--- config.mk ---
export PLATFORM = sky130hd
export DESIGN_NAME = hcbp_queue
export DESIGN_NICKNAME = d
export VERILOG_FILES = /design/src/rtl/hcbp_pkg.sv /design/src/rtl/hcbp_queue.sv
export VERILOG_INCLUDE_DIRS = /design/src /design/src/rtl
export SDC_FILE = /design/constraint.sdc
export NUM_CORES = 1
export LEC_CHECK = 0
export ABC_CLOCK_PERIOD_IN_PS = 2500
export BUFFER_PORTS_ARGS = -buffer_cell sky130_fd_sc_hd__buf_2
export CORE_UTILIZATION = 50
export CTS_BUF_LIST = sky130_fd_sc_hd__clkbuf_4 sky130_fd_sc_hd__clkbuf_8 sky130_fd_sc_hd__clkbuf_16
export CTS_CLUSTER_DIAMETER = 40
export CTS_CLUSTER_SIZE = 25
export DETAILED_ROUTE_END_ITERATION = 8
export HOLD_SLACK_MARGIN = 0.15
export PLACE_DENSITY = 0.71
export SLEW_MARGIN = 10
export SYNTH_ARGS = -nofsm -noshare
export SYNTH_HDL_FRONTEND = slang
export SYNTH_SLANG_ARGS = --single-unit
export TNS_END_PERCENT = 10
--- constraint.sdc ---
create_clock -name clk -period 2.5 [get_ports clk]
set_clock_uncertainty 0.2 [all_clocks]
set_input_delay 0.25 -clock clk [delete_from_list [all_inputs] [get_ports clk]]
set_output_delay 0.25 -clock clk [all_outputs]
set_load 0.02 [all_outputs]
--- src/rtl/huffman_code_bit_packer_macros.svh ---
// assertion macros shared by the packer modules
`ifndef HUFFMAN_CODE_BIT_PACKER_MACROS_SVH
`define HUFFMAN_CODE_BIT_PACKER_MACROS_SVH

// clocked check, off while reset is held
`define HCBP_ASSERT(label, prop, msg) \
  label: assert property (@(posedge clk) disable iff (!rst_n) prop) else $error(msg);

// clocked check, also active during reset
`define HCBP_ASSERT_ALWAYS(label, prop, msg) \
  label: assert property (@(posedge clk) prop) else $error(msg);

`endif

--- src/rtl/hcbp_pkg.sv ---
// shared types and constants of the huffman code bit packer
package hcbp_pkg;

  localparam logic [1:0] MODE_LOAD   = 2'd0;
  localparam logic [1:0] MODE_ENCODE = 2'd1;
  localparam logic [1:0] MODE_FLUSH  = 2'd2;

  localparam int unsigned WORD_BITS   = 32;
  localparam int unsigned QUEUE_DEPTH = 4;

  typedef struct packed {
    logic full;
    logic empty;
  } q_status_t;

endpackage

--- src/rtl/hcbp_queue.sv ---
// short command queue between front and back
`include "huffman_code_bit_packer_macros.svh"

module hcbp_queue #(
  parameter int unsigned WIDTH = 39
) (
  input  logic                clk,
  input  logic                rst_n,
  input  logic                push,
  input  logic [WIDTH-1:0]    push_data,
  input  logic                pop,
  output logic [WIDTH-1:0]    head_data,
  output hcbp_pkg::q_status_t q_st
);

  localparam int unsigned PTR_W = $clog2(hcbp_pkg::QUEUE_DEPTH);

  logic [WIDTH-1:0] entries_r [hcbp_pkg::QUEUE_DEPTH];
  logic [PTR_W-1:0] wr_ptr_r, wr_ptr_nxt;
  logic [PTR_W-1:0] rd_ptr_r, rd_ptr_nxt;
  logic [PTR_W:0]   count_r, count_nxt;

  assign q_st.full  = count_r == (PTR_W+1)'(hcbp_pkg::QUEUE_DEPTH);
  assign q_st.empty = count_r == '0;
  assign head_data  = entries_r[rd_ptr_r];

  always_comb begin
    wr_ptr_nxt = push ? wr_ptr_r + 1'b1 : wr_ptr_r;
    rd_ptr_nxt = pop ? rd_ptr_r + 1'b1 : rd_ptr_r;
    count_nxt  = count_r;
    if (push && !pop) begin
      count_nxt = count_r + 1'b1;
    end else if (pop && !push) begin
      count_nxt = count_r - 1'b1;
    end
  end

  always_ff @(posedge clk) begin
    if (!rst_n) begin
      wr_ptr_r <= '0;
      rd_ptr_r <= '0;
      count_r  <= '0;
    end else begin
      wr_ptr_r <= wr_ptr_nxt;
      rd_ptr_r <= rd_ptr_nxt;
      count_r  <= count_nxt;
    end
    if (push) begin
      entries_r[wr_ptr_r] <= push_data;
    end
  end

  `HCBP_ASSERT(a_no_overflow, q_st.full |-> !push, "push into a full queue")
  `HCBP_ASSERT(a_no_underflow, q_st.empty |-> !pop, "pop from an empty queue")

endmodule

==> results of run 1 <==
## per-layer routing
metal  up-vias  part of all wire
li1       1337                 -
met1      1504              0.42
met2        84              0.51
met3        20             0.049
met4         0             0.022
met5         -                 0
## layout make-up
| cell class | count | area share |
|---|---|---|
| clock buffer | 20 | 0.05795 |
| clock inverter | 9 | 0.005342 |
| inverter | 4 | 0.001942 |
| multi-input combinational | 69 | 0.1466 |
| sequential | 165 | 0.6300 |
| tap | 143 | 0.02315 |
| timing repair buffer | 144 | 0.1350 |
## critical path: stages (launching register included)
cell,delay (ns)
dfxtp_2,0.61
buf_4,0.29
mux4_2,0.35
buf_2,0.18
## cells in the mapped netlist, types with 2 or more instances
| cell type | instances |
|---|---|
| edfxtp_1 | 156 |
| mux4_2 | 39 |
| and2_1 | 9 |
| dfxtp_1 | 9 |
| ha_1 | 5 |
| inv_1 | 4 |
| xor2_1 | 3 |
| buf_2 | 2 |
| buf_4 | 2 |
| buf_6 | 2 |
| clkbuf_1 | 2 |
| mux2i_1 | 2 |
| nor2b_1 | 2 |
| xnor2_1 | 2 |
## worst paths after layout
kind	startpoint	end	slack (ns)	cells after the start
min reg2reg	count_r[2]$_SDFFE_PN0P_	count_r[2]$_SDFFE_PN0P_	0.31	2
max reg2reg	count_r[0]$_SDFFE_PN0P_	count_r[2]$_SDFFE_PN0P_	0.79	4
min	count_r[2]$_SDFFE_PN0P_	count_r[2]$_SDFFE_PN0P_	0.31	2
max	register	head_data[7]	0.20	3
## per-stage QoR
step                total power, mW  cell area [sq um]  instances
CTS                           6.188               7662        545
global route                  6.364               7730        554
finish                        6.143               7730        554
global placement              3.952               6743        473
detailed placement            3.970               6743        473
floorplan                     3.712               6063        246
## logic make-up after synthesis
family,Yosys count
AO/OA/AOI/OAI,2
multiplexers,41
buffers and inverters,12
adder cells (fa/ha/maj),6
AND/OR/NAND/NOR,15
flip-flops,165
XOR/XNOR,5
## sequential cells by signal, summed over array words and instances, names as in the netlist, named ones only
signal     cells
count_r        3
rd_ptr_r       2
entries_r    156
wr_ptr_r       2
## where the power goes
part	switching [mW]	internal, mW
combinational	0.392	0.358
sequential	0.0549	3.17
clock	0.909	1.26
## timing repair
action,in CTS,in global routing
hold buffers,43,0
hold endpoints to repair,165,0
endpoints found under the setup margin,0,10
buffers inserted,0,9
==> impl_metrics.tcl, run 1 <==
set metrics [dict create \
    status "complete, but fails checks" \
    failed_checks "design-rule violations" \
    portBuffers 83 \
    cts.sinks 165 \
    yosys-top-cells-area "edfxtp_1, mux4_2, dfxtp_1, ha_1, and2_1" \
    met2_usage 0.3072 \
    hpwlAfterDp_microns 6087 \
    end_kind "primary output" \
    met3_usage 0.04806 \
    drt_first_pass_iters 6 \
    period_needed_ns 2.300 \
    ys_warn_count 0 \
    tightest_slew_ns 0.4545 \
    nets 450 \
    setup_tns_ns 0 \
    final-setup-viol-count 0 \
    synthXorXnorAreaFrac 0.007222 \
    async_flop_share 0 \
    start_util 0.5221 \
    use_met1 0.2105 \
    cts_max_level 4 \
    drt_iter0_drc 164 \
    p_leak_nw 2.714 \
    startpoint_type "register" \
    synth_top_family_by_area "multiplexers" \
    synth_area_sq_um 6063 \
    drive_gt1_frac 0.4136 \
    synth-compound-area-share 0.002064 \
    postRouteAntennaNets 0 \
    seqCellArea_sq_um 4870 \
    tritoncts "built" \
    maxSlewViolCount 0 \
    synthFlopType "edfxtp_1" \
    area_growth_pct 27.49 \
    cts_buffer_depth 2 \
    vias_per_cell 5.316 \
    cap_violations 0 \
    rsz0062_at_grt "no" \
    slew_headroom 0.6970 \
    final_cell_mix "edfxtp_1, buf_2, dlygate4sd3_1, mux4_2, clkbuf_16" \
    syn_nets 295 \
    core_area_sq_um 11610 \
    period_share 0.9198 \
    nFillCells 795 \
    synth_edf_count 156 \
    pre_cts_ws_ns 0.4891 \
    grt_max_degree 40 \
    vdd_drop_max_v 0.0003894 \
    vias 2945 \
    powerDensity_nw_per_um2 794.7 \
    yosys.cell_types.count 21 \
    fp-row-count 39 \
    fmax_mhz 434.9 \
    syn_inst 246 \
    path_class "reg2out" \
    cts_resized 0 \
    die_area_sq_um 12570 \
    synthAdderAreaFrac 0.01362 \
    synth.area.mux_share 0.1482 \
    die_h_microns 112.1 \
    synth_top_cell_area_share 0.7726 \
    pin_count 84 \
    gp_congestion 0.6894 \
    hp-class "reg2reg" \
    wl_microns 10310 \
    drc_errors 9 \
    ys_seq_area_frac 0.8023 \
    detail_route.wl_per_cell_microns 18.61 \
    antenna_found_initial 0 \
    insertion_delay_ns 0.41 \
    yosysTopAreaCell "edfxtp_1" \
    worst_hold_slack_ns 0.3129 \
    final_common_cell "edfxtp_1" \
    avgSynthCellArea_sq_um 24.65 \
    crit_required_ns 2.05 \
    multi_input_area_sq_um 1134 \
    die_w_microns 112.1 \
    clkSlewWorstSetupHoldPaths_ns 0.06 \
    grt_pass1_vias 3200 \
    cts_buffers 17 \
    final_core_util 0.6656 \
    grt_overflow 0 \
    busiest_layer "met2" \
    final_hold_viol_count 0 \
    grt_pass1_wl_microns 16350 \
    grtUsageTotal 0.1797 \
    synth_seq_cells 165 \
    worst_slack_ns 0.2004 \
    arrival_ns 1.85 \
    cp_max_fo 17 \
    antenna_cells 0 \
    synth-simple-area-share 0.01506 \
    cts_root_buffer "clkbuf_16" \
]
(Power assumes the default switching activity.)
==> inputs of run 2 (changes only) <==
- ABC_CLOCK_PERIOD_IN_PS: 2500 -> 2190
- clock period: 2.5 -> 2.19 ns (I/O delays scaled with it)
==> run 2 against run 1 <==
The run still ends with design-rule violations left. Global-route usage shrank 0.25 points. Clock power grew 24%. Worst setup slack lost 0.16 ns. Non-clock buffer count shrank 4. Sequential cell count is the same. First-iteration DRC count grew 26%. Critical path type unchanged. Largest cell class unchanged.
==> impl_metrics.tcl, run 2 (synthesis results as in run 1) <==
set metrics [dict create \
    status "complete, but fails checks" \
    cts_buffer_depth 2 \
    grt_overflow 0 \
    fin_cells 553 \
    cp_max_fo 6 \
    insertion_delay_ns 0.41 \
    final_cell_mix "edfxtp_1, buf_2, dlygate4sd3_1, mux4_2, clkbuf_16" \
    cap_violations 0 \
    antenna_cells 0 \
    area_growth_pct 28.70 \
    largest_reg_flops 156 \
    failed_checks "design-rule violations" \
    vias 2922 \
    cts.sinks 165 \
    hp-class "reg2reg" \
    worst_slack_ns 0.04139 \
    cts_root_buffer "clkbuf_16" \
    grtUsageTotal 0.1771 \
    die_h_microns 112.1 \
    die_w_microns 112.1 \
    final-setup-viol-count 0 \
    vdd_drop_max_v 0.0005120 \
    crit_required_ns 1.77 \
    p_leak_nw 2.731 \
    cp_slowest_stage_delay_ns 0.53 \
    pre_cts_ws_ns 0.2966 \
    vias_per_cell 5.284 \
    drt_iter0_drc 207 \
    arrival_ns 1.73 \
    cts_max_level 4 \
    antenna_found_initial 0 \
    drc_errors 9 \
    rsz0062_at_grt "yes" \
    final_common_cell "edfxtp_1" \
    drt_first_pass_iters 6 \
    hpwlAfterDp_microns 6327 \
    path_class "reg2out" \
    cts_buffers 17 \
    slew_headroom 0.7938 \
    detail_route.wl_per_cell_microns 18.56 \
    fmax_mhz 465.4 \
    drive_gt1_frac 0.4220 \
    grt_pass1_vias 3071 \
    end_kind "primary output" \
    period_needed_ns 2.149 \
    placed_cell_area_sq_um 6790 \
    period_share 0.9811 \
    worstPathCellList "buf_4 > mux4_2 > buf_2" \
    placed_cells 476 \
    grt_pass1_wl_microns 16090 \
    final_area_sq_um 7804 \
    die_area_sq_um 12570 \
    tightest_slew_ns 0.3093 \
    wl_microns 10260 \
    nFillCells 755 \
    fp-row-count 39 \
    crit_slowest_cell "mux4_2" \
    portBuffers 83 \
    postRouteAntennaNets 0 \
    nets 446 \
    startpoint_type "register" \
    regMostFlops "entries_r" \
    pin_count 84 \
    maxSlewViolCount 0 \
    core_area_sq_um 11610 \
    final_hold_viol_count 0 \
    final_core_util 0.6719 \
    powerDensity_nw_per_um2 928.1 \
    grt_max_degree 35 \
    gp_congestion 0.7228 \
    tritoncts "built" \
    start_util 0.5221 \
    clkSlewWorstSetupHoldPaths_ns 0.06 \
    reg_top3 "entries_r: 156 flops, count_r: 3 flops" \
]
## run 2: changes by cell type in the layout (fill, tap and decap cells not counted)
cell,previous run,this run
buf_4,13,6
buf_6,0,4
clkinv_1,5,1
buf_2,83,80
clkinv_2,3,6
buf_12,5,7
clkbuf_4,3,1
clkinv_4,0,2
clkinvlp_4,1,3
bufinv_16,0,1
inv_6,0,1
## run 2: critical path: cells and delay by family (launching register included)
kind	cells	cell delay, ns
flip-flops	1	0.43
buffers and inverters	2	0.36
multiplexers	1	0.53
## run 2: power by group
group	total [mW]	leakage [nW]	internal [mW]	switching, mW
sequential	3.68	1.51	3.62	0.0573
combinational	0.878	0.956	0.420	0.458
clock	2.69	0.266	1.56	1.13
total	7.24	2.73	5.60	1.64
## run 2: path summary, 6_finish.rpt
check,cells after the start,start,endpoint,slack [ns]
worst min register to register,2,count_r[2]$_SDFFE_PN0P_,count_r[2]$_SDFFE_PN0P_,0.34
worst min-delay path,2,count_r[2]$_SDFFE_PN0P_,count_r[2]$_SDFFE_PN0P_,0.34
worst max register to register,4,count_r[0]$_SDFFE_PN0P_,count_r[2]$_SDFFE_PN0P_,0.47
worst max-delay path,3,register,head_data[31],0.04
## run 2: timing repair
item	in CTS	in global routing
hold endpoints to repair	165	0
endpoints found under the setup margin	31	14
gates resized for setup	1	6
hold buffers	43	0
buffers inserted	2	0
## run 2: final cells by class
class	instances	area, sq um	share of cell area
clock buffer	18	432.9	0.05548
clock inverter	14	112.6	0.01443
inverter	4	15.01	0.001924
multi-input combinational	69	1134	0.1453
sequential	165	4870	0.6240
tap	143	178.9	0.02293
timing repair buffer	140	1061	0.1360
## run 2: per-layer routing
layer,up-vias,GRT usage,share of wire
li1,1334,-,-
met1,1505,0.2329,0.45
met2,72,0.2849,0.50
met3,11,0.04104,0.037
met4,0,0.08178,0.012
met5,-,0,0
## run 2: metrics by stage
stage | setup TNS (ns) | hold WS [ns] | power (mW)
2_1_floorplan | 0 | 0.1179 | 4.238
3_3_place_gp | 0 | 0.2286 | 4.533
3_5_place_dp | 0 | 0.2364 | 4.551
4_1_cts | 0 | 0.3272 | 7.308
5_1_grt | -0.1090 | 0.3566 | 7.508
6_report | 0 | 0.3362 | 7.243
==> inputs of run 3 (changes only) <==
- CORE_MARGIN: unset -> 3
- RECOVER_POWER: unset -> 25
==> run 3 against run 2 <==
Critical path type unchanged. Non-clock buffer count decreased by 7. Largest cell class unchanged. Utilization decreased by 1.4 points. Register-to-register slack about the same. Sequential share of layout area up 1.3 points. Clock power decreased by 8.9%. Count of clock-buffer cells in the layout up 1. The flow now finishes without violations. Via count is 1.3% lower. Final cell count shrank 1.6%. Worst setup slack better by 0.040 ns. Sequential cell count unchanged. Combinational power down 3.5%. First-iteration DRC count grew 4.3%.
==> impl_metrics.tcl, run 3 (synthesis results as in run 1) <==
set metrics [dict create \
    p_leak_nw 2.602 \
    power_frac_clock 0.352 \
    drt_iter0_drc 216 \
    drive_gt1_frac 0.3367 \
    setup_tns_ns 0 \
    vias 2885 \
    fmax_mhz 474.3 \
    grt_pass1_vias 3108 \
    start_util 0.5221 \
    final_common_cell "edfxtp_1" \
    maxSlewViolCount 0 \
    slew_headroom 0.5921 \
    crit_slowest_cell "mux4_2" \
    grt_max_degree 40 \
    cts_buffers 17 \
    grt_pass1_wl_microns 16500 \
    p_int_mw 5.428 \
    wl_microns 10310 \
    holdPathEnd "count_r[2]$_SDFFE_PN0P_" \
    r2r_start "wr_ptr_r[0]$_SDFFE_PN0P_" \
    worst_hold_slack_ns 0.3039 \
    hp-class "reg2reg" \
    area_growth_pct 25.98 \
    grt_overflow 0 \
    end_kind "primary output" \
    die_area_sq_um 13480 \
    cp_slowest_stage_delay_ns 0.53 \
    arrival_ns 1.69 \
    cts.sinks 165 \
    tritoncts "built" \
    period_needed_ns 2.108 \
    antenna_found_initial 0 \
    period_share 0.9626 \
    hold_start "count_r[2]$_SDFFE_PN0P_" \
    nFillCells 803 \
    gp_congestion 0.6757 \
    cts_root_buffer "clkbuf_16" \
    pin_count 84 \
    die_h_microns 116.1 \
    path_class "reg2out" \
    cts_buffer_depth 2 \
    startpoint_type "register" \
    crit_required_ns 1.77 \
    clkSlewWorstSetupHoldPaths_ns 0.06 \
    rrSetupSlack_ns 0.48 \
    largest_reg_flops 156 \
    grtUsageTotal 0.1683 \
    pre_cts_ws_ns 0.1134 \
    cap_violations 0 \
    finalPower_mw 6.972 \
    comb_power_share 0.122 \
    final-setup-viol-count 0 \
    die_w_microns 116.1 \
    hpwlAfterDp_microns 6014 \
    reg2reg_depth 3 \
    whs_path_depth 2 \
    tightest_slew_ns 0.6118 \
    regMostFlops "entries_r" \
    drc_errors 0 \
    rsz0062_at_grt "no" \
    postRouteAntennaNets 0 \
    crit_family "multiplexers" \
    reg_top3 "entries_r: 156 flops, count_r: 3 flops" \
    final_hold_viol_count 0 \
    vdd_drop_max_v 0.0004328 \
    worstPathCellList "buf_4 > mux4_2 > buf_2" \
    powerDensity_nw_per_um2 912.7 \
    final_area_sq_um 7639 \
    cts_max_level 4 \
    portBuffers 83 \
    vias_per_cell 5.303 \
    r2r_end "entries_r[0][37]$_DFFE_PP_" \
    antenna_cells 0 \
    final_cell_mix "edfxtp_1, buf_2, dlygate4sd3_1, mux4_2, clkbuf_1" \
    p_sw_frac 0.2214 \
    status "complete, no violations" \
    placed_cell_area_sq_um 6750 \
    detail_route.wl_per_cell_microns 18.94 \
    fp-row-count 39 \
    drt_first_pass_iters 4 \
    cp_max_fo 4 \
    power.switching_mw 1.544 \
    worst_slack_ns 0.08181 \
    seq_power_share 0.527 \
    nets 439 \
    core_area_sq_um 11610 \
    insertion_delay_ns 0.40 \
    path_buf_inv 2 \
]
## run 3: cell types whose count changed in the layout (fill, tap and decap cells not counted), sizes merged
cell / change
buf: -29
clkbuf: +24
clkinvlp: -3
clkinv: +2
bufinv: -1
dlygate4sd3: -1
inv: -1
## run 3: power groups by stage
stage          clock network, mW  registers, mW  logic, mW
6_report                    2.45           3.67      0.847
5_1_grt                     2.67           3.68      0.925
4_1_cts                     2.51           3.68      0.866
3_5_place_dp                   0           3.75      0.797
3_3_place_gp                   0           3.74      0.782
2_1_floorplan                  0           3.72      0.516
## run 3: through the flow
stage,cells,util
after floorplan,246,-
after global placement,471,0.5812
after detailed placement,471,0.5812
after CTS,544,0.6601
after global routing,544,0.6577
final,544,0.6577
## run 3: worst max-delay path by stage
| stage | end | depth (start not counted) | from |
|---|---|---|---|
| 6_report | head_data[26] | 3 | register |
| 5_1_grt | head_data[1] | 3 | register |
| 3_3_place_gp | entries_r[0][38]$_DFFE_PP_ | 3 | wr_ptr_r[0]$_SDFFE_PN0P_ |
| 2_1_floorplan | entries_r[2][0]$_DFFE_PP_ | 3 | wr_ptr_r[0]$_SDFFE_PN0P_ |
| 4_1_cts | head_data[33] | 3 | register |
| 3_5_place_dp | entries_r[0][23]$_DFFE_PP_ | 3 | wr_ptr_r[0]$_SDFFE_PN0P_ |
## run 3: routing by layer
layer	up-vias	GRT usage	part of all wire
met3	11	0.05078	0.046
met4	0	0.06265	0.010
met1	1484	0.2197	0.44
li1	1321	-	-
met2	69	0.2716	0.50
met5	-	0	0
## run 3: cell type report
class / instances / area [sq um] / share of cell area
Clock buffer: 19 / 440.4 / 0.05766
Timing Repair Buffer: 133 / 954.7 / 0.1250
Tap cell: 143 / 178.9 / 0.02342
Inverter: 4 / 15.01 / 0.001966
Sequential cell: 165 / 4870 / 0.6375
Clock inverter: 11 / 45.04 / 0.005897
Multi-Input combinational cell: 69 / 1135 / 0.1486
## run 3: what timing repair did
action	4_1_cts	5_1_grt
hold buffers	42	0
buffers inserted	1	0
gates resized for setup	1	2
endpoints found under the hold margin	165	0
endpoints found under the setup margin	35	27
## run 3: worst min-delay path: cells and delay by family (launching register included)
family / cells / cell delay, ns
AO/OA/AOI/OAI: 2 / 0.13
flip-flops: 1 / 0.32
