### config.mk
export PLATFORM = sky130hd
export DESIGN_NAME = hcbp_back
export DESIGN_NICKNAME = d
export VERILOG_FILES = /design/src/rtl/hcbp_pkg.sv /design/src/rtl/hcbp_back.sv
export VERILOG_INCLUDE_DIRS = /design/src /design/src/rtl
export SDC_FILE = /design/constraint.sdc
export NUM_CORES = 1
export LEC_CHECK = 0
export ABC_CLOCK_PERIOD_IN_PS = 3900
export BUFFER_PORTS_ARGS = -buffer_cell sky130_fd_sc_hd__buf_2
export CORE_MARGIN = 2
export CORE_UTILIZATION = 56
export CTS_BUF_LIST = sky130_fd_sc_hd__clkbuf_8 sky130_fd_sc_hd__clkbuf_16
export CTS_CLUSTER_DIAMETER = 150
export CTS_CLUSTER_SIZE = 24
export DETAILED_ROUTE_END_ITERATION = 7
export GPL_TIMING_DRIVEN = 0
export PLACE_DENSITY = 0.79
export RECOVER_POWER = 100
export SETUP_SLACK_MARGIN = 0.2
export SLEW_MARGIN = 10
export SYNTH_ARGS = -nofsm -noshare
export SYNTH_HDL_FRONTEND = slang
export SYNTH_SLANG_ARGS = --single-unit
### constraint.sdc
create_clock -name clk -period 3.9 [get_ports clk]
set_clock_uncertainty 0.2 [all_clocks]
set_input_delay 0.39 -clock clk [delete_from_list [all_inputs] [get_ports clk]]
set_output_delay 0.39 -clock clk [all_outputs]
set_load 0.05 [all_outputs]
### src/rtl/huffman_code_bit_packer_macros.svh
// assertion macros shared by the packer modules
`ifndef HUFFMAN_CODE_BIT_PACKER_MACROS_SVH
`define HUFFMAN_CODE_BIT_PACKER_MACROS_SVH

// clocked check, off while reset is held
`define HCBP_ASSERT(label, prop, msg) \
  label: assert property (@(posedge clk) disable iff (!rst_n) prop) else $error(msg);

// clocked check, also active during reset
`define HCBP_ASSERT_ALWAYS(label, prop, msg) \
  label: assert property (@(posedge clk) prop) else $error(msg);

`endif

### src/rtl/hcbp_pkg.sv
// shared types and constants of the huffman code bit packer
package hcbp_pkg;

  localparam logic [1:0] MODE_LOAD   = 2'd0;
  localparam logic [1:0] MODE_ENCODE = 2'd1;
  localparam logic [1:0] MODE_FLUSH  = 2'd2;

  localparam int unsigned WORD_BITS   = 32;
  localparam int unsigned QUEUE_DEPTH = 4;

  typedef struct packed {
    logic full;
    logic empty;
  } q_status_t;

endpackage

### src/rtl/hcbp_back.sv
// back end: shifts code bits into the partial byte and drives the output register
`include "huffman_code_bit_packer_macros.svh"

module hcbp_back #(
  parameter int unsigned WORD_W = 32
) (
  input  logic                             clk,
  input  logic                             rst_n,
  input  hcbp_pkg::q_status_t              q_st,
  input  logic [WORD_W+$clog2(WORD_W+1):0] head_data,
  output logic                             pop,
  output logic                             out_valid,
  input  logic                             out_ready,
  output logic [7:0]                       out_byte,
  output logic                             out_last
);

  localparam int unsigned LEN_W = $clog2(WORD_W + 1);

  logic              busy_r, busy_nxt;
  logic [LEN_W-1:0]  rem_r, rem_nxt;
  logic [WORD_W-1:0] sr_r, sr_nxt;
  logic [7:0]        partial_r, partial_nxt;
  logic [2:0]        pos_r, pos_nxt;
  logic              out_valid_r, out_valid_nxt;
  logic [7:0]        out_byte_r, out_byte_nxt;
  logic              out_last_r, out_last_nxt;

  logic              head_flush;
  logic [WORD_W-1:0] head_word;
  logic [LEN_W-1:0]  head_len;
  logic [LEN_W-1:0]  shamt;
  logic              out_free;
  logic              step;
  logic              emit;
  logic [3:0]        free_bits;
  logic [3:0]        n;
  logic [7:0]        chunk;
  logic [7:0]        merged;

  assign head_flush = head_data[WORD_W+LEN_W];
  assign head_word  = head_data[LEN_W +: WORD_W];
  assign head_len   = head_data[LEN_W-1:0];
  assign shamt      = LEN_W'(WORD_W) - head_len;

  assign out_free = !out_valid_r || out_ready;
  assign pop      = !busy_r && !q_st.empty && (!head_flush || out_free);
  assign step     = busy_r && out_free;

  assign free_bits = {1'b0, pos_r} + 4'd1;
  assign n         = (rem_r < LEN_W'(free_bits)) ? rem_r[3:0] : free_bits;
  assign chunk     = sr_r[WORD_W-1 -: 8] & ~(8'hFF >> n);
  assign merged    = partial_r | (chunk >> (3'd7 - pos_r));

  always_comb begin
    busy_nxt      = busy_r;
    rem_nxt       = rem_r;
    sr_nxt        = sr_r;
    partial_nxt   = partial_r;
    pos_nxt       = pos_r;
    out_valid_nxt = out_valid_r && !out_ready;
    out_byte_nxt  = out_byte_r;
    out_last_nxt  = out_last_r;
    emit          = 1'b0;
    if (pop) begin
      if (head_flush) begin
        if (pos_r != 3'd7) begin
          emit         = 1'b1;
          out_byte_nxt = partial_r;
          out_last_nxt = 1'b1;
          partial_nxt  = '0;
          pos_nxt      = 3'd7;
        end
      end else begin
        sr_nxt   = head_word << shamt;
        rem_nxt  = head_len;
        busy_nxt = 1'b1;
      end
    end
    if (step) begin
      sr_nxt   = sr_r << n;
      rem_nxt  = rem_r - LEN_W'(n);
      busy_nxt = (rem_r - LEN_W'(n)) != '0;
      if (n == free_bits) begin
        emit         = 1'b1;
        out_byte_nxt = merged;
        out_last_nxt = 1'b0;
        partial_nxt  = '0;
        pos_nxt      = 3'd7;
      end else begin
        partial_nxt = merged;
        pos_nxt     = pos_r - n[2:0];
      end
    end
    if (emit) begin
      out_valid_nxt = 1'b1;
    end
  end

  always_ff @(posedge clk) begin
    if (!rst_n) begin
      busy_r      <= 1'b0;
      rem_r       <= '0;
      partial_r   <= '0;
      pos_r       <= 3'd7;
      out_valid_r <= 1'b0;
    end else begin
      busy_r      <= busy_nxt;
      rem_r       <= rem_nxt;
      partial_r   <= partial_nxt;
      pos_r       <= pos_nxt;
      out_valid_r <= out_valid_nxt;
    end
    sr_r       <= sr_nxt;
    out_byte_r <= out_byte_nxt;
    out_last_r <= out_last_nxt;
  end

  assign out_valid = out_valid_r;
  assign out_byte  = out_byte_r;
  assign out_last  = out_last_r;

  `HCBP_ASSERT(a_emit_restarts_byte, emit |=> (pos_r == 3'd7) && (partial_r == 8'd0), "byte not restarted after emit")
  `HCBP_ASSERT(a_busy_no_pop, busy_r |-> !pop, "queue popped while a code is in flight")
  `HCBP_ASSERT_ALWAYS(a_busy_has_bits, busy_r |-> (rem_r != '0), "busy with no code bits left")

endmodule

==> run_results.csv, run 1 <==
group,metric,value,unit
clock_tree,cts_max_level,3,
synthesis,yosys_most_used_dff,"edfxtp_1",
worst_setup_path,critPathRequiredTime,3.97,ns
floorplanning,rows,38,
synthesis,synth_common_cells,"114 x nand2_1, 86 x mux2i_1, 57 x nor2_1",
worst_setup_path,crit_fanout,8,
synthesis,synth_nets,802,
timing,fin_crit,3.696,ns
synthesis,avgSynthCellArea,8.233,um2
synthesis,synth.top_cell.area_share,15.60,%
placement,dp_hpwl,15.31,mm
routing,routed_wl,20.11,mm
synthesis,ys_ff_latch,60,
grt,antenna_found_initial,0,
timing,whs,0.09411,ns
worst_setup_path,reg2regPathDepth,19,
grt,grt_pass1_vias,6072,
pwr,power_density,871.5,nW/um2
worst_setup_path,cpPeakStageDelay,0.37,ns
floorplanning,ios,55,
synthesis,synthCells,748,
grt,grt_pass1_wl,31.54,mm
clock_tree,clockRootBuffer,"clkbuf_8",
grt,gr-usage-all-layers,34.47,%
worst_setup_path,crit_end,"rem_r[3]",
clock_tree,clock_path_buffers,2,
synthesis,yosysMostFrequentCell,"nand2_1",
worst_setup_path,end_kind,"flop",
routing,post_drt_via_cell_ratio,6.647,
floorplanning,die_w,108.9,um
floorplanning,dieArea,11850,um2
pwr,ir_drop,681.4,uV
routing,drc,0,
synthesis,ys_async_sr_fraction,0,%
routing,firstDrtPassIters,6,
clock_tree,path_clk_slew,0.08,ns
floorplanning,core_area,10790,um2
routing,wl_per_cell,20.69,um
cells_and_area,finalNetCount,881,
timing,timing.final.crit_share,94.78,%
timing,max_freq,0.2705,GHz
timing,max_slew.worst_pin.slew,1.297,ns
synthesis,synth.largest_area_cell,"edfxtp_1",
synthesis,syn_area,6158,um2
placement,portBuffers,52,
synthesis,synth.distinct_cells,70,
timing,slew_headroom,13.46,%
synthesis,synth_edf_count,32,
worst_setup_path,crit_start,"pos_r[0]",
grt,grt_max_degree,32,
cells_and_area,fin_util,65.78,%
pwr,power_leakage,2.741,nW
routing,drt-initial-drc-count,714,
worst_setup_path,rr_startpoint,"pos_r[0]",
grt,grt_overflow,0,
floorplanning,start_util,57.06,%
cells_and_area,fillCellCount,932,
clock_tree,cts_tree,"built",
routing,num_vias,6461,
worst_setup_path,crit_arrival,3.76,ns
timing,final_max_slew_viol_count,0,
synthesis,synth.area.top_cells,"edfxtp_1 16%, mux2i_1 14%, dfxtp_1 9.1%",
clock_tree,clock-sinks,60,
routing,ant_nets,0,
hold_path,hold_class,"primary input to flop",
flow_run,cap_viol_max_count,0,
worst_setup_path,path_class,"flop to flop",
worst_setup_path,start_kind,"flop",
clock_tree,cts-buffers-inserted,9,
cells_and_area,diodes,0,
worst_setup_path,slowest_stage,"a311oi_1",
placement,routabilityCongestion,1.011,
timing,rsz0062_at_grt,"yes",
synthesis,synth_seq_area_share,24.71,%
timing,finalSetupViolCount,0,
synthesis,yosysWarnings,0,
worst_setup_path,reg2reg_slack,0.20,ns
clock_tree,cts.hold.buffers_added,0,
timing,hold_viol,0,
floorplanning,die_h,108.9,um
cells_and_area,area_growth,15.28,%
worst_setup_path,worstReg2RegEnd,"rem_r[3]",
clock_tree,clk_latency,0.38,ns
worst_setup_path,crit_chain,"buf_6, and3_4, inv_4, ha_4, or3_4, buf_6, a21oi_4, nand2_4, o21ai_4, inv_4, buf_12, ha_4, a22oi_1, nor2_1, a311oi_1, buf_4, xnor2_1, o21ai_0, and2_0",
outcome,status,"completed",
cells_and_area,layout-drive-gt1-share,18.51,%
-- stage by stage --
stage          power, mW  cells  setup TNS (ns)  setup slack (ns)  cell area (um2)
2_1_floorplan      4.056    748               0            0.2175             6200
3_3_place_gp       4.955    940          -7.762           -0.5131             6635
3_5_place_dp       5.050    940          -10.16           -0.6354             6635
4_1_cts            5.841    965               0            0.2116             6972
5_1_grt            6.513    972               0           0.07655             7099
6_report           6.187    972               0            0.2036             7099
-- per-layer routing --
layer	global-route usage [%]	up-vias	wire length [um]	part of all wire (%)
li1	-	3001	-	-
met1	46.35	2991	8495	42
met2	54.79	406	9036	45
met3	6.216	63	1862	9.3
met4	13.83	0	717	3.6
met5	0	-	0	0
-- flip-flops by register name (all words and copies together), names as in the netlist --
signal / flops
out_last: 1
out_byte: 8
rem_r: 6
pos_r: 3
out_valid: 1
partial_r: 8
sr_r: 32
busy_r: 1
-- critical path: cells and delay by family, from the launching register on --
family | cells | cell delay (ns)
AOI/OAI and AO/OA | 5 | 1.00
and+or+nand+nor | 5 | 0.84
buffers and inverters | 6 | 0.69
DFF | 1 | 0.36
adders and majority gates | 2 | 0.33
xor gates and xnor gates | 1 | 0.14
-- cell usage in the layout (no fill, tap or decap), drive strengths merged, types with 4 or more instances in the layout --
cell type	instances
nand2	115
mux2i	86
buf	78
nor2	57
a21oi	55
clkbuf	53
o21ai	46
edfxtp	32
dfxtp	28
a211oi	24
inv	19
nand3	17
mux4	17
o22a	17
and3	15
o211ai	15
a31oi	14
nor3	12
nor2b	10
ha	10
o22ai	9
xnor2	8
xor2	7
a22oi	7
mux2	6
o221ai	6
and2	6
a311oi	4
a21o	4
o2111ai	4
or3	4
-- cell type report --
type	instances	area (um2)	share of cell area, %
plain buffers	54	326.6	4.600
inverters	15	66.31	0.9341
flip-flops and latches	60	1528	21.52
clock inverters	7	65.06	0.9165
well taps	140	175.2	2.467
clock buffers	9	123.9	1.745
repair buffers	68	362.8	5.111
multi-input cells	619	4452	62.71
-- timing repair --
action | 4_1_cts | 5_1_grt
endpoints found under the setup margin | 53 | 36
resized for setup | 26 | 28
cloned | 0 | 0
setup buffers | 9 | 7
pin swaps | 8 | 8
-- where the power goes --
part | internal (mW) | switching (mW) | leakage [nW]
Combinational | 1.78 | 2.81 | 2.09
Sequential | 0.882 | 0.142 | 0.545
Clock | 0.293 | 0.285 | 0.105
-- kinds of logic after synthesis --
| logic type | count (synthesis) | share of synthesized area (%) |
|---|---|---|
| adder cells (fa/ha/maj) | 10 | 2.032 |
| buffers and inverters | 69 | 5.425 |
| AND/OR/NAND/NOR | 255 | 19.02 |
| AO/OA/AOI/OAI | 230 | 25.27 |
| flip-flops | 60 | 24.71 |
| XOR/XNOR | 15 | 2.255 |
| multiplexers | 109 | 21.29 |
-- worst min-delay path by stage --
| stage | start | endpoint | slack [ns] | depth (start not counted) |
|---|---|---|---|---|
| final | rst_n | rem_r[0] | 0.09 | 3 |
| after global routing | rst_n | rem_r[0] | 0.13 | 3 |
| after CTS | rst_n | rem_r[0] | 0.09 | 3 |
| after detailed placement | partial_r[6] | out_byte[6] | 0.27 | 1 |
| after global placement | partial_r[7] | out_byte[7] | 0.25 | 1 |
| after floorplan | partial_r[7] | out_byte[7] | 0.24 | 1 |
(Power assumes the default switching activity.)
==> run 2, diff against run 1 <==
--- a/config.mk
+++ b/config.mk
@@ -8,6 +8,7 @@
 export LEC_CHECK = 0
 export ABC_CLOCK_PERIOD_IN_PS = 3900
 export BUFFER_PORTS_ARGS = -buffer_cell sky130_fd_sc_hd__buf_2
+export CORE_ASPECT_RATIO = 1.5
 export CORE_MARGIN = 2
 export CORE_UTILIZATION = 56
 export CTS_BUF_LIST = sky130_fd_sc_hd__clkbuf_8 sky130_fd_sc_hd__clkbuf_16
==> run_results.csv, run 2 (synthesis results as in run 1) <==
group,metric,value,unit
flow_run,cap_viol_max_count,0,
cells_and_area,top_register,"sr_r",
pwr,comb_power_share,70.4,%
floorplanning,dieArea,11870,um2
worst_setup_path,end_kind,"flop",
worst_setup_path,reg2regPathDepth,16,
routing,wl_per_cell,22.16,um
routing,num_vias,6666,
placement,dp_hpwl,16.60,mm
routing,drc,0,
timing,fin_ws,0.1212,ns
worst_setup_path,crit_fanout,9,
pwr,seq_power_share,15.6,%
floorplanning,die_w,89.63,um
clock_tree,clockRootBuffer,"clkbuf_16",
clock_tree,cts.hold.buffers_added,0,
floorplanning,rows,46,
routing,ant_nets,0,
routing,firstDrtPassIters,7,
timing,rsz0062_at_grt,"yes",
clock_tree,clock_path_buffers,2,
grt,grt_pass1_wl,33.18,mm
cells_and_area,area_growth,18.69,%
placement,routabilityCongestion,1.029,
cells_and_area,largest_reg_flops,32,
timing,finalSetupViolCount,0,
cells_and_area,layout-drive-gt1-share,19.19,%
pwr,intPower,3.321,mW
clock_tree,cts_tree,"built",
grt,grt_max_degree,32,
clock_tree,cts_max_level,3,
clock_tree,clk_latency,0.33,ns
routing,drt-initial-drc-count,713,
hold_path,hold_path_depth,3,
floorplanning,ios,55,
pwr,pwr-share-clk,14.0,%
worst_setup_path,path_class,"flop to flop",
cells_and_area,finalNetCount,888,
routing,post_drt_via_cell_ratio,6.781,
timing,hold_viol,0,
timing,fin_crit,3.779,ns
floorplanning,start_util,57.84,%
worst_setup_path,reg2reg_slack,0.12,ns
floorplanning,die_h,132.4,um
cells_and_area,diodes,0,
worst_setup_path,crit_arrival,3.80,ns
clock_tree,cts-buffers-inserted,9,
pwr,switching_power,3.270,mW
worst_setup_path,rr_startpoint,"pos_r[0]",
timing,final_max_slew_viol_count,0,
placement,portBuffers,52,
timing,slew_headroom,23.76,%
routing,routed_wl,21.79,mm
timing,timing.final.crit_share,96.89,%
hold_path,whs_endpoint,"rem_r[0]",
hold_path,hold_class,"primary input to flop",
grt,grt_pass1_vias,6519,
cells_and_area,multi_input_area,4448,um2
worst_setup_path,start_kind,"flop",
worst_setup_path,critPathRequiredTime,3.92,ns
clock_tree,clock-sinks,60,
worst_setup_path,worstReg2RegEnd,"partial_r[1]",
cells_and_area,final_common_cell,"nand2_1",
outcome,status,"completed",
hold_path,min_from,"rst_n",
pwr,power_leakage,2.861,nW
pwr,ir_drop,350.0,uV
clock_tree,path_clk_slew,0.05,ns
cells_and_area,final_cell_mix,"114 x nand2_1, 86 x mux2i_1, 57 x nor2_1",
grt,gr-usage-all-layers,36.54,%
cells_and_area,fillCellCount,874,
timing,max_slew.worst_pin.slew,1.137,ns
floorplanning,core_area,10650,um2
pwr,switching_share,49.61,%
pwr,power_density,901.8,nW/um2
cells_and_area,seqCellArea,1529,um2
timing,max_freq,0.2646,GHz
grt,grt_overflow,0,
pwr,total_power,6.592,mW
placement,pre_cts_slack,-0.7718,ns
grt,antenna_found_initial,0,
==> run 2: cell count changes in the layout (fill, tap and decap cells not counted), sizes merged <==
cell and change:
buf +9, inv -4, bufinv +2, clkbuf -1, clkinv +1
==> run 2: worst max-delay path by stage <==
stage	startpoint	to	slack, ns	cells past startpoint
floorplan	pos_r[0]	busy_r	0.22	21
global placement	head_data[0]	sr_r[30]	-0.62	14
detailed placement	head_data[0]	sr_r[30]	-0.77	14
CTS	pos_r[1]	busy_r	0.20	20
global route	pos_r[0]	out_byte[0]	0.06	17
finish	pos_r[0]	partial_r[1]	0.12	16
==> run 2: worst max-delay path, cell delays in order, from the launching register on <==
cell      delay (ns)
dfxtp_4         0.36
buf_6           0.09
and3_4          0.18
inv_1           0.08
ha_4            0.17
or3_4           0.33
buf_6           0.14
a21oi_4         0.11
nand2_1         0.12
o21ai_4         0.27
inv_4           0.06
buf_12          0.14
ha_1            0.37
or3_1           0.39
clkbuf_2        0.19
and3_1          0.21
o221a_1         0.23
==> run 2: area by class of cell <==
| class | instances | area share [%] |
|---|---|---|
| clock buffers | 10 | 3.269 |
| clock inverters | 6 | 1.404 |
| well taps | 144 | 2.465 |
| plain buffers | 54 | 4.485 |
| flip-flops and latches | 60 | 20.92 |
| multi-input cells | 619 | 60.85 |
| inverters | 15 | 0.8730 |
| repair buffers | 75 | 5.734 |
==> run 2: metal layers <==
| metal | up-vias | routed length [um] | global-route usage (%) |
|---|---|---|---|
| met5 | - | 0 | 0 |
| met1 | 3101 | 7595 | 38.76 |
| li1 | 3015 | - | - |
| met4 | 0 | 1759 | 28.28 |
| met3 | 137 | 1301 | 3.805 |
| met2 | 413 | 11130 | 63.03 |
==> run 2: power by group through the flow <==
stage,Sequential (mW),Combinational (mW),Clock (mW)
final,1.03,4.64,0.922
after global routing,1.05,4.89,0.947
after CTS,1.02,4.26,0.918
after detailed placement,1.03,4.04,0
after global placement,1.02,3.96,0
after floorplan,1.15,2.90,0
==> run 2: what timing repair did <==
action / 4_1_cts / 5_1_grt
pin swaps: 8 / 9
hold endpoints to repair: 0 / 0
resized for setup: 28 / 32
setup buffers: 8 / 15
setup endpoints to repair: 53 / 43
==> run 2: per-stage QoR <==
step | cells | cell area [um2] | TNS, ns | hold slack [ns] | util, %
2_1_floorplan | 748 | 6200 | 0 | 0.2369 | -
3_3_place_gp | 944 | 6640 | -11.47 | 0.2498 | 62.36
3_5_place_dp | 944 | 6640 | -14.77 | 0.2620 | 62.36
4_1_cts | 968 | 7126 | 0 | 0.1231 | 66.92
5_1_grt | 983 | 7310 | 0 | 0.1523 | 68.65
6_report | 983 | 7310 | 0 | 0.1276 | 68.65
==> run 3, diff against run 2 <==
--- a/config.mk
+++ b/config.mk
@@ -8,6 +8,7 @@
 export LEC_CHECK = 0
 export ABC_CLOCK_PERIOD_IN_PS = 3900
 export BUFFER_PORTS_ARGS = -buffer_cell sky130_fd_sc_hd__buf_2
+export CAP_MARGIN = 20
 export CORE_ASPECT_RATIO = 1.5
 export CORE_MARGIN = 2
 export CORE_UTILIZATION = 56
@@ -15,7 +16,6 @@
 export CTS_CLUSTER_DIAMETER = 150
 export CTS_CLUSTER_SIZE = 24
 export DETAILED_ROUTE_END_ITERATION = 7
-export GPL_TIMING_DRIVEN = 0
 export PLACE_DENSITY = 0.79
 export RECOVER_POWER = 100
 export SETUP_SLACK_MARGIN = 0.2
==> run_results.csv, run 3 (synthesis results as in run 1) <==
group,metric,value,unit
worst_setup_path,critPathBufInv,2,
placement,dp_hpwl,14.08,mm
pwr,power_leakage,2.749,nW
clock_tree,cts_max_level,3,
worst_setup_path,reg2regPathDepth,11,
hold_path,hold_class,"primary input to flop",
cells_and_area,top_register,"sr_r",
routing,ant_nets,0,
placement,post_dp_cell_area,6644,um2
cells_and_area,largest_reg_flops,32,
grt,gr-usage-all-layers,31.25,%
timing,fin_crit,3.693,ns
worst_setup_path,path_common_cell,"a21oi_1",
cells_and_area,final_cell_mix,"114 x nand2_1, 86 x mux2i_1, 57 x nor2_1",
worst_setup_path,worstReg2RegEnd,"sr_r[15]",
clock_tree,clock_path_buffers,2,
worst_setup_path,crit_chain,"and3_4, inv_1, ha_1, nor4_2, o22a_1, buf_6, mux2i_1, a21oi_1, a21oi_1, nand2_1, a32o_1",
grt,grt_overflow,0,
timing,max_slew.worst_pin.slew,1.650,ns
routing,drt-initial-drc-count,587,
clock_tree,cts.hold.buffers_added,0,
outcome,status,"complete, but fails checks",
placement,dp.cells,921,
pwr,switching_share,49.86,%
floorplanning,core_area,10650,um2
placement,portBuffers,53,
cells_and_area,final_cell_count_no_fill,946,
cells_and_area,layout-drive-gt1-share,17.21,%
pwr,ir_drop,485.3,uV
worst_setup_path,reg2reg_slack,0.21,ns
outcome,violations,"max-capacitance violations, max-slew violations",
routing,post_drt_via_cell_ratio,6.600,
worst_setup_path,end_kind,"flop",
hold_path,min_from,"out_ready",
worst_setup_path,cpPeakStageDelay,0.42,ns
timing,hold_viol,0,
timing,finalSetupViolCount,0,
floorplanning,start_util,57.84,%
pwr,power_density,845.0,nW/um2
pwr,pwr-share-clk,14.1,%
clock_tree,path_clk_slew,0.05,ns
timing,fin_ws,0.2071,ns
timing,rsz0062_at_grt,"yes",
worst_setup_path,path_class,"flop to flop",
cells_and_area,fillCellCount,928,
pwr,seq_power_share,17.2,%
grt,grt_pass1_vias,6016,
cells_and_area,finalNetCount,851,
timing,finalSetupTns,0,ns
pwr,total_power,5.922,mW
floorplanning,dieArea,11870,um2
floorplanning,rows,46,
floorplanning,die_h,132.4,um
cells_and_area,diodes,0,
pwr,intPower,2.969,mW
grt,grt_pass1_wl,29.23,mm
worst_setup_path,critPathRequiredTime,3.79,ns
floorplanning,ios,55,
routing,wl_per_cell,19.32,um
timing,final_max_slew_viol_count,31,
pwr,comb_power_share,68.7,%
clock_tree,clock-sinks,60,
timing,timing.final.crit_share,94.69,%
flow_run,cap_viol_max_count,1,
worst_setup_path,crit_start,"pos_r[0]",
worst_setup_path,crit_fanout,29,
pwr,switching_power,2.953,mW
cells_and_area,final_common_cell,"nand2_1",
clock_tree,clk_latency,0.34,ns
worst_setup_path,rr_startpoint,"pos_r[0]",
worst_setup_path,cp_top_family,"compound AO/OA/AOI/OAI gates",
routing,firstDrtPassIters,7,
routing,num_vias,6244,
worst_setup_path,path_depth,11,
timing,max_freq,0.2708,GHz
clock_tree,cts_tree,"built",
worst_setup_path,slowest_stage,"ha_1",
placement,pre_cts_slack,0.2303,ns
grt,antenna_found_initial,0,
routing,routed_wl,18.28,mm
worst_setup_path,crit_end,"sr_r[15]",
grt,grt_max_degree,35,
cells_and_area,area_growth,13.80,%
timing,slew_headroom,-10.03,%
worst_setup_path,crit_arrival,3.58,ns
placement,routabilityCongestion,0.9930,
cells_and_area,final_cell_area,7008,um2
worst_setup_path,start_kind,"flop",
clock_tree,clockRootBuffer,"clkbuf_16",
floorplanning,die_w,89.63,um
routing,drc,0,
clock_tree,cts-buffers-inserted,9,
[run 3: cell types whose count changed in the layout (fill, tap and decap cells not counted), moves of 4 or more]
cell / change
buf_2: -6
buf_6: -6
clkbuf_1: -20
clkbuf_2: -4
ha_4: -4
o21ai_0: +19
o21ai_1: -19
[run 3: final cells by class]
| type | count | area, um2 | area share [%] |
|---|---|---|---|
| inverter | 15 | 58.81 | 0.8391 |
| timing repair buffer | 92 | 546.8 | 7.802 |
| tap | 144 | 180.2 | 2.571 |
| clock inverter | 5 | 48.80 | 0.6963 |
| clock buffer | 11 | 264.0 | 3.767 |
| sequential | 60 | 1524 | 21.75 |
| multi-input combinational | 619 | 4385 | 62.58 |
[run 3: worst min-delay path, delay by kind of cell]
family	cells	cell delay, ns
buffers and inverters	2	0.11
AOI/OAI and AO/OA	1	0.09
and+or+nand+nor	1	0.11
[run 3: repair_timing]
action | in CTS | in global routing
setup endpoints to repair | 0 | 24
gates resized for setup | 0 | 7
hold endpoints to repair | 0 | 0
buffers inserted | 0 | 9
[run 3: worst min path at each step]
| stage | to | depth (start not counted) | slack, ns |
|---|---|---|---|
| 2_1_floorplan | out_byte[7] | 1 | 0.24 |
| 3_3_place_gp | out_byte[6] | 1 | 0.25 |
| 6_report | out_valid | 4 | 0.22 |
| 4_1_cts | pos_r[1] | 2 | 0.20 |
| 5_1_grt | pos_r[1] | 2 | 0.22 |
| 3_5_place_dp | out_byte[6] | 1 | 0.27 |
[run 3: power groups by stage]
stage / clock [mW] / sequential (mW) / combinational, mW
after global placement: 0 / 1.01 / 3.85
after floorplan: 0 / 1.15 / 2.90
after global routing: 0.868 / 1.04 / 4.38
final: 0.836 / 1.02 / 4.07
after detailed placement: 0 / 1.02 / 3.93
after CTS: 0.840 / 1.01 / 3.95
[run 3: metrics by stage]
stage | hold WS (ns) | utilization [%]
after floorplan | 0.2369 | -
after global placement | 0.2484 | 62.40
after detailed placement | 0.2732 | 62.40
after CTS | 0.2021 | 65.33
after global routing | 0.2250 | 65.82
final | 0.2226 | 65.82
[run 3: layer usage]
metal	wire, um	share of wire [%]	global-route usage [%]	vias to the layer above
li1	-	-	-	2941
met1	7064	39	35.45	2984
met2	9568	52	54.62	257
met3	825	4.5	4.803	62
met4	818	4.5	15.92	0
met5	0	0	0	-
